--- src/bpru_pkg.sv ---
`timescale 1ns / 1ps

package bpru_pkg;

  // Largest frame the counters are sized for.
  localparam logic [10:0] MAX_WIDTH  = 11'd1024;
  localparam logic [10:0] MAX_HEIGHT = 11'd1024;

  localparam int SIZE_W  = 11;
  localparam int BPP_W   = 6;
  localparam int BASE_W  = 10;
  localparam int COORD_W = 11;
  localparam int COL_W   = 11;
  localparam int ROW_W   = 10;
  localparam int CFG_IDX_W  = 3;
  localparam int CFG_DATA_W = 11;

  // Supported pixel depths.
  localparam logic [BPP_W-1:0] BPP_24 = 6'd24;
  localparam logic [BPP_W-1:0] BPP_32 = 6'd32;

  // Byte phase code used in 24-bit mode while row padding is skipped.
  localparam logic [1:0] PHASE_PAD = 2'd3;

  // Alpha used for 24-bit pixels.
  localparam logic [7:0] ALPHA_24 = 8'h00;

  // Register reset values.
  localparam logic [SIZE_W-1:0] RST_IMAGE_WIDTH  = 11'd1;
  localparam logic [SIZE_W-1:0] RST_IMAGE_HEIGHT = 11'd1;
  localparam logic [BPP_W-1:0]  RST_BITS_PER_PIXEL = BPP_24;
  localparam logic [BASE_W-1:0] RST_ROW_BASE = 10'd300;
  localparam logic [BASE_W-1:0] RST_COL_BASE = 10'd795;

  typedef enum logic [CFG_IDX_W-1:0] {
    REG_IMAGE_WIDTH    = 3'd0,
    REG_IMAGE_HEIGHT   = 3'd1,
    REG_BITS_PER_PIXEL = 3'd2,
    REG_ROW_BASE       = 3'd3,
    REG_COL_BASE       = 3'd4
  } cfg_reg_t;

  // Limits a size register to 1..maxv; zero acts as one.
  function automatic logic [SIZE_W-1:0] clamp_size(input logic [SIZE_W-1:0] v,
                                                    input logic [SIZE_W-1:0] maxv);
    logic [SIZE_W-1:0] r;
    if (v == '0) begin
      r = {{(SIZE_W-1){1'b0}}, 1'b1};
    end else if (v > maxv) begin
      r = maxv;
    end else begin
      r = v;
    end
    return r;
  endfunction

endpackage

--- src/bmp_pixel_row_unpacker_unit.sv ---
`timescale 1ns / 1ps

// Bitmap pixel-array unpacker. Feed the pixel-array bytes of a bitmap, one
// byte per input transaction, in file order. With bits_per_pixel at 24 every
// three bytes (blue, green, red) give one result transaction with alpha zero,
// and the padding bytes that round each row up to a multiple of four bytes
// are swallowed without a result; with bits_per_pixel at 32 every four bytes
// (blue, green, red, alpha) give one result and there is no padding. Any
// other depth swallows bytes and leaves all state untouched. Each pixel is
// reported at screen_row = row_base - row and screen_col = col_base - column,
// both as 11-bit two's complement values, and last_pixel marks the final
// pixel of the image, after which the counters wrap for the next frame.
// Sizes are clamped to 1..1024. The block takes one byte per clock cycle
// unless a result is stalled: each byte is decoded in a single pass of small
// counter logic straight into the result register, so its result appears in
// the cycle after the byte is accepted. A result waiting in the output
// register under stall holds off further input; as soon as it is taken, a
// new byte is accepted in the same cycle. Configuration registers take
// effect immediately and should only be written while no transaction is in
// flight; the counters are not reset by a write.

module bmp_pixel_row_unpacker_unit (
  input  logic                                clk,
  input  logic                                rst,
  // Configuration write port.
  input  logic                                cfg_we,
  input  logic [bpru_pkg::CFG_IDX_W-1:0]      cfg_index,
  input  logic [bpru_pkg::CFG_DATA_W-1:0]     cfg_data,
  // Input byte channel.
  input  logic                                in_valid,
  output logic                                in_stall,
  input  logic [7:0]                          data_byte,
  // Result channel.
  output logic                                out_valid,
  input  logic                                out_stall,
  output logic signed [bpru_pkg::COORD_W-1:0] screen_row,
  output logic signed [bpru_pkg::COORD_W-1:0] screen_col,
  output logic [31:0]                         argb_color,
  output logic                                last_pixel
);

  // Configuration registers.
  logic [bpru_pkg::SIZE_W-1:0] image_width;
  logic [bpru_pkg::SIZE_W-1:0] image_height;
  logic [bpru_pkg::BPP_W-1:0]  bits_per_pixel;
  logic [bpru_pkg::BASE_W-1:0] row_base;
  logic [bpru_pkg::BASE_W-1:0] col_base;

  // Decoder state.
  logic [1:0]                 byte_phase;
  logic [23:0]                partial_pixel;
  logic [bpru_pkg::COL_W-1:0] column_index;
  logic [1:0]                 pad_index;
  logic [bpru_pkg::ROW_W-1:0] row_index;

  logic [1:0]                 byte_phase_next;
  logic [23:0]                partial_pixel_next;
  logic [bpru_pkg::COL_W-1:0] column_index_next;
  logic [1:0]                 pad_index_next;
  logic [bpru_pkg::ROW_W-1:0] row_index_next;

  logic                        in_accept;
  logic                        emit;
  logic                        is24;
  logic                        is32;
  logic [bpru_pkg::SIZE_W-1:0] width_eff;
  logic [bpru_pkg::SIZE_W-1:0] height_eff;
  logic                        row_end;
  logic                        img_end;
  logic [1:0]                  pad_count;
  logic [23:0]                 byte_shifted;
  logic [31:0]                 argb_next;

  // The output register is the only buffer: input waits only while a result
  // is held there under stall.
  assign in_stall  = out_valid && out_stall;
  assign in_accept = in_valid && !in_stall;

  always_ff @(posedge clk) begin
    if (rst) begin
      image_width    <= bpru_pkg::RST_IMAGE_WIDTH;
      image_height   <= bpru_pkg::RST_IMAGE_HEIGHT;
      bits_per_pixel <= bpru_pkg::RST_BITS_PER_PIXEL;
      row_base       <= bpru_pkg::RST_ROW_BASE;
      col_base       <= bpru_pkg::RST_COL_BASE;
    end else if (cfg_we) begin
      case (cfg_index)
        bpru_pkg::REG_IMAGE_WIDTH:    image_width    <= cfg_data;
        bpru_pkg::REG_IMAGE_HEIGHT:   image_height   <= cfg_data;
        bpru_pkg::REG_BITS_PER_PIXEL: bits_per_pixel <= cfg_data[bpru_pkg::BPP_W-1:0];
        bpru_pkg::REG_ROW_BASE:       row_base       <= cfg_data[bpru_pkg::BASE_W-1:0];
        bpru_pkg::REG_COL_BASE:       col_base       <= cfg_data[bpru_pkg::BASE_W-1:0];
        default: ;
      endcase
    end
  end

  assign is24       = (bits_per_pixel == bpru_pkg::BPP_24);
  assign is32       = (bits_per_pixel == bpru_pkg::BPP_32);
  assign width_eff  = bpru_pkg::clamp_size(image_width, bpru_pkg::MAX_WIDTH);
  assign height_eff = bpru_pkg::clamp_size(image_height, bpru_pkg::MAX_HEIGHT);
  assign pad_count  = width_eff[1:0];

  // A counter that has run past a shrunken size wraps just as if it had hit
  // the limit, hence the greater-or-equal compares.
  assign row_end = ({1'b0, column_index} + 12'd1) >= {1'b0, width_eff};
  assign img_end = row_end &&
                   (({2'b00, row_index} + 12'd1) >= {1'b0, height_eff});

  always_comb begin
    byte_shifted = 24'd0;
    case (byte_phase)
      2'd0:    byte_shifted = {16'd0, data_byte};
      2'd1:    byte_shifted = {8'd0, data_byte, 8'd0};
      2'd2:    byte_shifted = {data_byte, 16'd0};
      default: byte_shifted = 24'd0;
    endcase
  end

  always_comb begin
    byte_phase_next    = byte_phase;
    partial_pixel_next = partial_pixel;
    column_index_next  = column_index;
    pad_index_next     = pad_index;
    row_index_next     = row_index;
    emit               = 1'b0;
    argb_next          = {bpru_pkg::ALPHA_24, data_byte, partial_pixel[15:0]};

    if (is24 && byte_phase == bpru_pkg::PHASE_PAD) begin
      // Skipping row padding. With no padding due, one byte is still dropped.
      if (({1'b0, pad_index} + 3'd1) >= {1'b0, pad_count}) begin
        pad_index_next  = 2'd0;
        byte_phase_next = 2'd0;
      end else begin
        pad_index_next = pad_index + 2'd1;
      end
    end else if ((is24 && byte_phase < 2'd2) || (is32 && byte_phase < 2'd3)) begin
      partial_pixel_next = partial_pixel | byte_shifted;
      byte_phase_next    = byte_phase + 2'd1;
    end else if (is24 || is32) begin
      emit = 1'b1;
      if (is32) begin
        argb_next = {data_byte, partial_pixel};
      end
      partial_pixel_next = 24'd0;
      if (row_end) begin
        column_index_next = '0;
        row_index_next    = img_end ? '0 : row_index + 1'b1;
        pad_index_next    = 2'd0;
        byte_phase_next   = (is24 && pad_count != 2'd0) ? bpru_pkg::PHASE_PAD : 2'd0;
      end else begin
        column_index_next = column_index + 1'b1;
        byte_phase_next   = 2'd0;
      end
    end
  end

  always_ff @(posedge clk) begin
    if (rst) begin
      byte_phase    <= 2'd0;
      partial_pixel <= 24'd0;
      column_index  <= '0;
      pad_index     <= 2'd0;
      row_index     <= '0;
    end else if (in_accept) begin
      byte_phase    <= byte_phase_next;
      partial_pixel <= partial_pixel_next;
      column_index  <= column_index_next;
      pad_index     <= pad_index_next;
      row_index     <= row_index_next;
    end
  end

  // Result register.
  always_ff @(posedge clk) begin
    if (rst) begin
      out_valid <= 1'b0;
    end else if (in_accept) begin
      out_valid <= emit;
    end else if (!out_stall) begin
      out_valid <= 1'b0;
    end
  end

  always_ff @(posedge clk) begin
    if (in_accept && emit) begin
      screen_row <= {1'b0, row_base} - {1'b0, row_index};
      screen_col <= {1'b0, col_base} - column_index;
      argb_color <= argb_next;
      last_pixel <= img_end;
    end
  end

  // A depth that does not decode must leave the counters alone.
  a_other_depth_holds: assert property (@(posedge clk) disable iff (rst)
    (in_accept && !is24 && !is32) |=>
      ($stable(byte_phase) && $stable(column_index) && $stable(row_index)))
    else $error("state changed on a byte of an unsupported depth");

  // The padding counter never reaches three: at most three pad bytes exist.
  a_pad_index_range: assert property (@(posedge clk) disable iff (rst)
    pad_index != 2'd3)
    else $error("padding counter out of range");

  // The last pixel of the image restarts the frame.
  a_frame_wrap: assert property (@(posedge clk) disable iff (rst)
    (in_accept && emit && img_end) |=>
      (column_index == '0 && row_index == '0 && out_valid && last_pixel))
    else $error("frame did not wrap after the last pixel");

endmodule

--- config.mk ---
export PLATFORM = sky130hd
export DESIGN_NAME = bmp_pixel_row_unpacker_unit
export DESIGN_NICKNAME = d
export VERILOG_FILES = /design/src/bpru_pkg.sv /design/src/bmp_pixel_row_unpacker_unit.sv
export SDC_FILE = /design/constraint.sdc
export NUM_CORES = 1
export LEC_CHECK = 0
export BUFFER_PORTS_ARGS = -buffer_cell sky130_fd_sc_hd__buf_2
export CAP_MARGIN = 20
export CORE_ASPECT_RATIO = 0.8
export CORE_MARGIN = 1
export CORE_UTILIZATION = 40
export DETAILED_ROUTE_END_ITERATION = 6
export SYNTH_ARGS = -nofsm -noshare
export SYNTH_HDL_FRONTEND = slang
export SYNTH_SLANG_ARGS = --single-unit
export TNS_END_PERCENT = 50
--- constraint.sdc ---
create_clock -name clk -period 2.9 [get_ports clk]
set_clock_uncertainty 0.05 [all_clocks]
set_input_delay 0.29 -clock clk [delete_from_list [all_inputs] [get_ports clk]]
set_output_delay 0.29 -clock clk [all_outputs]
set_load 0.01 [all_outputs]
Word-level counts from Yosys, hierarchy flattened
Cells that the tools add are included.

Flip-flop bits (word level): 153. Bits of input ports: 27. Output and inout port bits: 57. Word-level logic and storage cells: 109.

Add/subtract/negate cells: 9. Magnitude comparators: 7. Equality and inequality tests: 12. Muxes and demuxes: 29. Bitwise gates (word level): 5. Reduce and logical (&&, ||, !) cells: 31.

Operators by type and width (number): $mux 24 (6); $pmux 24 s3 (1); $mux 11 (5); $or 24x24->24 (1); $gt 11x11->1 const B (2); $logic_not 11->1 (2); $mux 2 (11); $add 11x1->12 const B (1); $ge 12x11->1 (1); $add 10x1->11 const B (1); $add 11x1->11 const B (1); $ge 11x11->1 (1); $sub 10x10->11 (1); $sub 10x11->11 (1); $add 10x1->10 const B (1); $mux 10 (1); $reduce_and 2->1 (5); $logic_and 1x1->1 (8); $reduce_and 4->1 (2); $reduce_bool 2->1 (4); $eq 3x2->1 const B (2); $eq 6x5->1 const B (1); $eq 6x6->1 const B (1); $reduce_and 3->1 (2); other kinds (19) (31).

Depth between registers and ports, before layout
Gate-level depths: netlist (run 1).

Word-level depth: 10. Depth in mapped cells: 14. Gate-level depth less buffers: 13.

Least setup slack after synthesis (run 1)
OpenSTA, ideal clock, no wires.

Path kind: register -> register. Start: register row_index[1] in the netlist's numbering. End: register row_index[3] in the netlist's numbering. Setup time: 0.059 ns. Arrival: 2.722 ns. Data required time: 2.791 ns. Slack: 0.069 ns. Stages on the path, launching flop included: 14. Path through: dfxtp_1 > ha_1 > nand3_1 > nor3_1 > and3_1 > xnor2_1 > ha_1 > a21o_1 > a21o_1 > a21o_1 > nor2_1 > o21ai_4 > o31ai_2 > a22o_1.

Longest elaborated chain between the ends: 4. Elaborated cells between the ends (all ways): 5. Classes of those cells: add/sub: 2; order compare: 1; mux: 1; reduce/logical: 1.

Ends and longest elaborated chain: start: declaration (line bmp_pixel_row_unpacker_unit.sv:54) `logic [bpru_pkg::ROW_W-1:0] row_index;`; start signal: assignment (line bmp_pixel_row_unpacker_unit.sv:170) `row_index <= row_index_next;`; $add 10x1->11 (line bmp_pixel_row_unpacker_unit.sv:108) `(({2'b00, row_index} + 12'd1) >= {1'b0, height_eff});`; $ge 11x11->1 (line bmp_pixel_row_unpacker_unit.sv:108); $logic_and 1x1->1 (line bmp_pixel_row_unpacker_unit.sv:107) `assign img_end = row_end &&`; $mux 10 (*) (line bmp_pixel_row_unpacker_unit.sv:148) `row_index_next = img_end ? '0 : row_index + 1'b1;`.

Mark *: on every way between the ends. The rest lies on a longest branch, timed or not. A chain may end at the register's enable or synchronous reset.

Final worst setup path (run 1)
Start: register column_index[0] in the netlist's numbering. End: register pad_index[1].

Longest elaborated chain between the ends: 4.

Ends and longest elaborated chain: start: declaration (line bmp_pixel_row_unpacker_unit.sv:52) `logic [bpru_pkg::COL_W-1:0] column_index;`; start signal: assignment (line bmp_pixel_row_unpacker_unit.sv:168) `column_index <= column_index_next;`; $add 11x1->12 (line bmp_pixel_row_unpacker_unit.sv:106) `assign row_end = ({1'b0, column_index} + 12'd1) >= {1'b0, width_eff};`; $ge 12x11->1 (line bmp_pixel_row_unpacker_unit.sv:106); $reduce_bool 2->1 (no line); $reduce_and 4->1 (no line); end signal: assignment (line bmp_pixel_row_unpacker_unit.sv:169) `pad_index <= pad_index_next;`; end: declaration (line bmp_pixel_row_unpacker_unit.sv:53) `logic [1:0] pad_index;`.

No other way between the ends.

==> flow_summary.json, run 1 <==
{
  "status": "finished, final reports clean",
  "critical_path_class": "register to register",
  "period_needed_ps": 2800,
  "synth_ff_type": "dfxtp_1",
  "synth.area.top_cells": "dfxtp_1, edfxtp_1, ha_1",
  "clkTransAtPathRegs_ps": 60,
  "total_leakage_power_uw": 0.00357,
  "ioPinCount": 84,
  "syn-num-nets": 845,
  "insertion_delay_ps": 430,
  "wirelength_microns": 17700,
  "synth_top_area_share_pct": 26.6,
  "worstMarginPinSlew_ps": 733,
  "reg2regPathDepth": 13,
  "worstPathMaxFanout": 7,
  "hold_buffers": 0,
  "clock-sinks": 153,
  "num_vias": 5743,
  "grt.total_usage_pct": 19.6,
  "async_reset_ff_share_pct": 0,
  "insertedDiodeCount": 0,
  "whs_path_depth": 3,
  "die_x_microns": 154,
  "preCtsSetupSlack_ps": 49.9,
  "ys_seq_elements": 153,
  "end_kind": "register",
  "htreeDepth": 4,
  "min_period_over_period_pct": 96.6,
  "crit_path_start_kind": "register",
  "routabilityCongestion": 0.849,
  "io_buffers": 83,
  "maxSlewHeadroom_pct": 51.0,
  "dp_hpwl_microns": 12500,
  "grt_start_max_net_pins": 39,
  "worstPathArrival_ps": 3110,
  "synth.cells.most_frequent": "nand2_1, dfxtp_1, a21oi_1",
  "rr_startpoint": "column_index[0]",
  "die-area_sq_um": 19000,
  "initial_core_util_pct": 40.8,
  "synth_cell_types": 64,
  "drive_gt1_share_pct": 21.0,
  "num-fill-cells": 1672,
  "syn-cell-area_sq_um": 7380,
  "drcViolationCount": 0,
  "r2r_setup_slack_ps": 100,
  "setup_viol": 0,
  "multiInputGateArea_sq_um": 3600,
  "clk_path_buf_depth": 2,
  "wl_per_cell_microns": 15.8,
  "yosysMostFrequentCell": "nand2_1",
  "seq_area_sq_um": 3620,
  "crit_path_start": "column_index[0]",
  "seq_area_frac_synth_pct": 48.9,
  "synth_area_leader_cell": "dfxtp_1",
  "antenna_found_initial": 0,
  "gr-total-overflow": 0,
  "crit_path_end": "pad_index[1]",
  "drt_iter0_drc": 357,
  "syn_to_final_growth_pct": 20.4,
  "synth_area_per_cell_sq_um": 9.65,
  "ir_drop_uv": 298,
  "min_path_type": "primary input to register",
  "grt_pass1_wl_microns": 28200,
  "fmax_mhz": 357,
  "cts_tree": "done",
  "core.rowCount": 44,
  "synth_edf_count": 55,
  "timing.rr.end": "pad_index[1]",
  "fin_ws_ps": 97.6,
  "vias_per_cell": 5.15,
  "power_density_nw_per_um2": 568,
  "slew_viol_final": 0,
  "fin_tns_setup_ps": 0,
  "clockRootBuffer": "clkbuf_16",
  "required_ps": 3200,
  "coreArea_sq_um": 18100,
  "postRouteAntennaNets": 0,
  "firstDrtPassIters": 5,
  "hold_viol_final": 0,
  "netlist_instances": 765,
  "nNetsFinal": 953,
  "maxCapViolCount": 0,
  "yosysWarnings": 0,
  "grt_pass1_vias": 5223,
  "numCtsBuffers": 17,
  "die_h_microns": 124
}
registers in the layout, indices dropped and copies added (netlist names), 6 cells and up:
name            cells
argb_color         32
bits_per_pixel      6
col_base           10
column_index       11
image_height       11
image_width        11
partial_pixel      24
row_base           10
row_index          10
screen_col         11
screen_row         11
timing repair:
| action | CTS | global route |
|---|---|---|
| buffers inserted | 0 | 4 |
| resized for setup | 0 | 27 |
| endpoints found under the setup margin | 0 | 24 |
| endpoints found under the hold margin | 0 | 0 |
worst max-delay path, stage by stage, from the launching register on:
cell and delay, ps:
dfxtp_4 370, and3_4 180, and3_4 190, nand3_2 90, nor3_2 190, xnor2_2 150, ha_1 270, a21o_1 160
a21oi_1 150, o31a_1 240, o21ai_4 140, a21boi_0 260, o21ai_0 110, a21oi_1 160
routing by layer:
layer	track usage, %	vias to the layer above	part of all wire, %
li1	-	2897	-
met1	29.2	2661	52
met2	27.9	163	41
met3	3.82	22	5.4
met4	7.38	0	1.4
met5	0	-	0
layout make-up:
class | instances | area share, %
Sequential cell | 153 | 40.8
Inverter | 43 | 1.96
Clock buffer | 20 | 5.03
Timing Repair Buffer | 108 | 7.07
Clock inverter | 12 | 1.41
Tap cell | 230 | 3.24
Multi-Input combinational cell | 550 | 40.5
cells by family (layout without fill, tap and decap cells):
group | Yosys count | after routing | synth area share (%)
AND/OR/NAND/NOR | 307 | 308 | 20.0
flip-flops | 153 | 153 | 48.9
AO/OA/AOI/OAI | 148 | 149 | 13.0
buffers and inverters | 64 | 183 | 3.85
adder cells (fa/ha/maj) | 53 | 53 | 9.29
XOR/XNOR | 33 | 33 | 3.92
multiplexers | 7 | 7 | 0.949
worst min path at each step:
stage | startpoint | end | slack, ps
final | cfg_data[10] | image_width[10] | 70
after global routing | cfg_data[10] | image_width[10] | 80
after CTS | cfg_data[10] | image_height[10] | 60
after detailed placement | partial_pixel[2] | argb_color[2] | 370
after global placement | partial_pixel[13] | argb_color[13] | 360
after floorplan | partial_pixel[0] | argb_color[0] | 360
placed cells by master, fill, tap and decap left out, types with 21 or more instances in the layout:
cell	count
nand2_1	147
dfxtp_1	93
buf_2	83
a21oi_1	72
edfxtp_1	55
nor2_1	49
ha_1	49
inv_1	39
xnor2_1	23
buf_4	23
nand3_1	21
metrics by stage:
step                      total power (uW)  hold WS, ps  instance area, sq um  std cells  util (%)
after detailed placement              2900          366                  8160       1078      45.0
after CTS                             5070         61.7                  8730       1110      48.2
after global placement                2900          363                  8160       1078      45.0
after global routing                  5250         84.8                  8890       1116      49.1
final                                 5050         74.7                  8890       1116      49.1
after floorplan                       2730          359                  7380        765         -
where the power goes:
part | internal (uW) | switching (uW) | total (uW)
Combinational | 189 | 318 | 507
Clock | 1280 | 891 | 2170
Sequential | 2330 | 43.4 | 2370
Total | 3800 | 1250 | 5050
Note: power is estimated with default switching activity, not from simulation.
==> inputs of run 2 (changes only) <==
==> constraint.sdc (replaced) <==
create_clock -name clk -period 3.5 [get_ports clk]
set_clock_uncertainty 0.05 [all_clocks]
set_input_delay 0.35 -clock clk [delete_from_list [all_inputs] [get_ports clk]]
set_output_delay 0.35 -clock clk [all_outputs]
set_load 0.01 [all_outputs]
==> run 2 against run 1 <==
Effect of this change: first-iteration DRC count increased by 13%; critical path depth unchanged; critical endpoint is now row_index[4]; combinational power decreased by 21%; sequential cell count unchanged; sequential share of layout area increased by 1.2 points; clock power decreased by 15%; register-to-register slack improved by 220 ps; largest power group unchanged; clock-buffer cell count decreased by 1.
==> flow_summary.json, run 2 (synthesis results as in run 1) <==
{
  "postRouteAntennaNets": 0,
  "htreeDepth": 4,
  "layout_commonest_cell": "nand2_1",
  "place_inst": 1061,
  "critical_path_class": "register to register",
  "min_period_over_period_pct": 91.0,
  "largestRegisters": "argb_color: 32 flops, partial_pixel: 24 flops",
  "antenna_found_initial": 0,
  "final_cell_mix": "nand2_1, dfxtp_1, buf_2, a21oi_1, edfxtp_1",
  "grt_pass1_vias": 5077,
  "status": "finished, final reports clean",
  "worstHoldEndpoint": "image_height[10]",
  "cts_tree": "done",
  "num_vias": 5605,
  "setup_viol": 0,
  "clk_path_buf_depth": 2,
  "crit_path_start_kind": "register",
  "clock-sinks": 153,
  "largest_reg_flops": 32,
  "numCtsBuffers": 17,
  "coreArea_sq_um": 18100,
  "routabilityCongestion": 0.826,
  "wirelength_microns": 17100,
  "power_uw": 4200,
  "rsz0062_at_grt": "false",
  "worstMarginPinSlew_ps": 738,
  "end_kind": "register",
  "drcViolationCount": 0,
  "die_h_microns": 124,
  "drt_iter0_drc": 404,
  "ioPinCount": 84,
  "fmax_mhz": 314,
  "core.rowCount": 44,
  "whs_path_depth": 3,
  "syn_to_final_growth_pct": 16.7,
  "power_frac_comb_pct": 9.5,
  "gr-total-overflow": 0,
  "initial_core_util_pct": 40.8,
  "r2r_setup_slack_ps": 310,
  "hold_buffers": 0,
  "vias_per_cell": 5.12,
  "maxSlewHeadroom_pct": 50.8,
  "clkTransAtPathRegs_ps": 60,
  "power_frac_clock_pct": 43.8,
  "total_leakage_power_uw": 0.00345,
  "wl_per_cell_microns": 15.7,
  "drive_gt1_share_pct": 16.6,
  "intPower_uw": 3150,
  "nNetsFinal": 931,
  "required_ps": 3820,
  "grt.total_usage_pct": 18.9,
  "period_needed_ps": 3190,
  "switching_share_pct": 25.2,
  "maxCapViolCount": 0,
  "worstPathArrival_ps": 3510,
  "fin_ws_ps": 314,
  "timing.rr.end": "row_index[4]",
  "cts-resized-gates": 0,
  "worstPathMaxFanout": 9,
  "fin_tns_setup_ps": 0,
  "insertion_delay_ps": 430,
  "grt_pass1_wl_microns": 27200,
  "hold_viol_final": 0,
  "min_path_type": "primary input to register",
  "slew_viol_final": 0,
  "io_buffers": 83,
  "hold_start": "cfg_data[10]",
  "preCtsSetupSlack_ps": 289,
  "ir_drop_uv": 249,
  "max_flop_register": "argb_color",
  "layout.cells.non_filler": 1094,
  "p_seq_share_pct": 46.7,
  "die-area_sq_um": 19000,
  "power_density_nw_per_um2": 488,
  "holdWs_ps": 128,
  "dp_hpwl_microns": 12100,
  "insertedDiodeCount": 0,
  "grt_start_max_net_pins": 56,
  "firstDrtPassIters": 5,
  "die_x_microns": 154,
  "rr_startpoint": "row_index[1]",
  "p_switching_uw": 1060,
  "clockRootBuffer": "clkbuf_16",
  "reg2regPathDepth": 13
}
[run 2: cell types whose count changed in the layout (fill, tap and decap cells not counted), sizes merged]
| cell | before | now |
|---|---|---|
| nor2 | 55 | 54 |
| clkinv | 11 | 10 |
| inv | 40 | 42 |
| clkbuf | 20 | 19 |
| o21ai | 28 | 27 |
| buf | 108 | 88 |
[run 2: per-stage QoR]
| stage | utilization, % | area (sq um) |
|---|---|---|
| 3_5_place_dp | 44.2 | 8010 |
| 2_1_floorplan | - | 7380 |
| 6_report | 47.5 | 8610 |
| 4_1_cts | 47.4 | 8590 |
| 5_1_grt | 47.5 | 8610 |
| 3_3_place_gp | 44.2 | 8010 |
[run 2: critical path, stage by stage, from the launching register on]
cell,delay (ps)
dfxtp_1,430
ha_1,270
nand3_1,160
nor3_1,310
and3_1,290
xnor2_1,150
ha_1,270
a21o_1,170
a21o_1,170
a21o_1,180
nor2_1,170
o21ai_4,160
nor2_8,190
a22o_1,160
[run 2: worst max path at each step]
stage | endpoint | start
2_1_floorplan | row_index[3] | row_index[1]
3_3_place_gp | column_index[2] | column_index[0]
3_5_place_dp | column_index[2] | column_index[0]
4_1_cts | column_index[2] | column_index[0]
5_1_grt | column_index[2] | column_index[0]
6_report | row_index[4] | row_index[1]
[run 2: cell type report]
class / count / area [sq um]
fillers: 1705 / 9500
clock buffers: 19 / 443
flip-flops and latches: 153 / 3610
well taps: 230 / 288
clock inverters: 13 / 144
inverters: 43 / 174
multi-input cells: 548 / 3480
repair buffers: 88 / 465
[run 2: repair_timing]
item / CTS / global route
buffers inserted: 0 / 1
endpoints found under the hold margin: 0 / 0
setup endpoints to repair: 0 / 8
[run 2: power groups by stage]
stage,sequential [uW],combinational (uW),clock (uW)
after detailed placement,2000,399,0
after floorplan,2010,250,0
after global placement,2000,397,0
final,1960,400,1840
after CTS,1960,401,1880
after global routing,1970,445,1950
[run 2: metal layers]
metal / track usage (%) / wire (microns) / vias to the layer above
li1: - / - / 2842
met1: 27.6 / 8980 / 2604
met2: 27.4 / 7170 / 144
met3: 4.38 / 787 / 15
met4: 5.94 / 184 / 0
met5: 0 / 0 / -
==> inputs of run 3 (changes only) <==
--- a/config.mk
+++ b/config.mk
@@ -5,12 +5,14 @@
 export SDC_FILE = /design/constraint.sdc
 export NUM_CORES = 1
 export LEC_CHECK = 0
+export ABC_AREA = 0
 export BUFFER_PORTS_ARGS = -buffer_cell sky130_fd_sc_hd__buf_2
 export CAP_MARGIN = 20
 export CORE_ASPECT_RATIO = 0.8
 export CORE_MARGIN = 1
 export CORE_UTILIZATION = 40
 export DETAILED_ROUTE_END_ITERATION = 6
+export PLACE_DENSITY = 0.64
 export SYNTH_ARGS = -nofsm -noshare
 export SYNTH_HDL_FRONTEND = slang
 export SYNTH_SLANG_ARGS = --single-unit
==> run 3 against run 2 <==
Effect of this change: via count shrank 0.25%; worst hold slack lost 6.6 ps; die area is the same; global-route usage shrank 0.23 points; first-iteration DRC count shrank 24%; non-clock buffer count is the same; maximum frequency shrank 0.51%; sequential share of layout area grew 0.25 points; critical path depth is the same; sequential power is essentially flat; power shrank 3.6%; largest cell class unchanged; largest power group unchanged.
==> flow_summary.json, run 3 (synthesis results as in run 1) <==
{
  "worstPathMaxFanout": 9,
  "gr-total-overflow": 0,
  "die-area_sq_um": 19000,
  "switching_share_pct": 25.0,
  "status": "finished, final reports clean",
  "r2r_setup_slack_ps": 300,
  "hold_buffers": 0,
  "worstPathArrival_ps": 3520,
  "p_switching_uw": 1010,
  "ioPinCount": 84,
  "drcViolationCount": 0,
  "max_flop_register": "argb_color",
  "insertion_delay_ps": 430,
  "reg2regPathDepth": 13,
  "cts-resized-gates": 0,
  "num_vias": 5591,
  "grt_pass1_wl_microns": 27000,
  "clk_path_buf_depth": 2,
  "grt_pass1_vias": 4973,
  "fin_tns_setup_ps": 0,
  "vias_per_cell": 5.11,
  "min_path_type": "primary input to register",
  "nNetsFinal": 931,
  "period_needed_ps": 3200,
  "slew_viol_final": 0,
  "wl_per_cell_microns": 15.4,
  "die_h_microns": 124,
  "insertedDiodeCount": 0,
  "initial_core_util_pct": 40.8,
  "min_period_over_period_pct": 91.5,
  "drive_gt1_share_pct": 16.4,
  "end_kind": "register",
  "maxCapViolCount": 0,
  "largest_reg_flops": 32,
  "final_cell_mix": "nand2_1, dfxtp_1, buf_2, a21oi_1, edfxtp_1",
  "drt_iter0_drc": 309,
  "largestRegisters": "argb_color: 32 flops, partial_pixel: 24 flops",
  "worstMarginPinSlew_ps": 718,
  "critical_path_class": "register to register",
  "fmax_mhz": 312,
  "timing.rr.end": "row_index[3]",
  "postRouteAntennaNets": 0,
  "total_leakage_power_uw": 0.00343,
  "hold_viol_final": 0,
  "numCtsBuffers": 17,
  "grt_start_max_net_pins": 44,
  "clockRootBuffer": "clkbuf_16",
  "ir_drop_uv": 261,
  "cts_tree": "done",
  "dp_hpwl_microns": 12300,
  "clkTransAtPathRegs_ps": 60,
  "io_buffers": 83,
  "htreeDepth": 4,
  "routabilityCongestion": 0.834,
  "whs_path_depth": 3,
  "rsz0062_at_grt": "false",
  "core.rowCount": 44,
  "p_seq_share_pct": 48.5,
  "layout_commonest_cell": "nand2_1",
  "intPower_uw": 3040,
  "die_x_microns": 154,
  "power_frac_comb_pct": 9.7,
  "hold_start": "cfg_data[10]",
  "coreArea_sq_um": 18100,
  "syn_to_final_growth_pct": 16.0,
  "maxSlewHeadroom_pct": 52.0,
  "num-fill-cells": 1707,
  "clock-sinks": 153,
  "wirelength_microns": 16900,
  "antenna_found_initial": 0,
  "grt.total_usage_pct": 18.7,
  "firstDrtPassIters": 4,
  "required_ps": 3820,
  "rr_startpoint": "row_index[0]",
  "finish.utilization_pct": 47.3,
  "worstHoldEndpoint": "image_height[10]",
  "power_density_nw_per_um2": 473,
  "setup_viol": 0,
  "crit_path_start_kind": "register",
  "power_frac_clock_pct": 41.8
}
## run 3: cell types whose count changed in the layout (fill, tap and decap cells not counted), sizes merged
cell / previous run / this run
clkinv: 10 / 12
clkinvlp: 2 / 3
bufinv: 2 / 1
inv: 42 / 40
## run 3: worst max path at each step
stage | cells after the start | endpoint | start | slack (ps)
floorplan | 13 | row_index[3] | row_index[1] | 670
finish | 13 | row_index[3] | row_index[0] | 300
global placement | 13 | column_index[2] | column_index[0] | 390
detailed placement | 13 | row_index[3] | row_index[0] | 370
global route | 13 | pad_index[1] | column_index[0] | 20
CTS | 13 | column_index[2] | column_index[0] | 320
## run 3: metrics by stage
step	cells	hold WS, ps	power [uW]	instance area, sq um	setup WS, ps
2_1_floorplan	765	359	2260	7380	669
3_3_place_gp	1061	363	2390	8010	388
5_1_grt	1094	120	4210	8560	24.7
3_5_place_dp	1061	370	2400	8010	366
6_report	1094	121	4050	8560	297
4_1_cts	1093	105	4080	8540	317
## run 3: layer usage
metal	global-route usage [%]	vias up	part of all wire, %
met2	25.7	131	40
li1	-	2842	-
met5	0	-	0
met1	28.1	2596	54
met4	7.38	0	1.5
met3	3.79	22	4.0
## run 3: final cells by class
| type | instances | area (sq um) | area share (%) |
|---|---|---|---|
| flip-flops and latches | 153 | 3610 | 42.2 |
| multi-input cells | 548 | 3480 | 40.7 |
| repair buffers | 88 | 465 | 5.44 |
| clock buffers | 19 | 433 | 5.06 |
| well taps | 230 | 288 | 3.36 |
| inverters | 43 | 174 | 2.03 |
| clock inverters | 13 | 104 | 1.21 |
## run 3: repair_timing
| item | 4_1_cts | 5_1_grt |
|---|---|---|
| setup buffers | 0 | 1 |
| endpoints found under the setup margin | 0 | 5 |
| endpoints found under the hold margin | 0 | 0 |
## run 3: critical path, stage by stage (launching register included)
cell     delay (ps)
dfxtp_1         430
ha_1            290
nand3_1         160
nor3_1          310
and3_1          290
xnor2_1         140
ha_1            260
a21o_1          160
a21o_1          160
a21o_1          190
nor2_1          170
o21ai_4         160
o31ai_2         210
a22o_1          150
## run 3: power groups by stage
stage	clock, uW	combinational, uW	sequential [uW]
after floorplan	0	250	2010
after detailed placement	0	395	2000
after CTS	1720	397	1960
final	1690	394	1960
after global placement	0	391	2000
after global routing	1790	440	1970
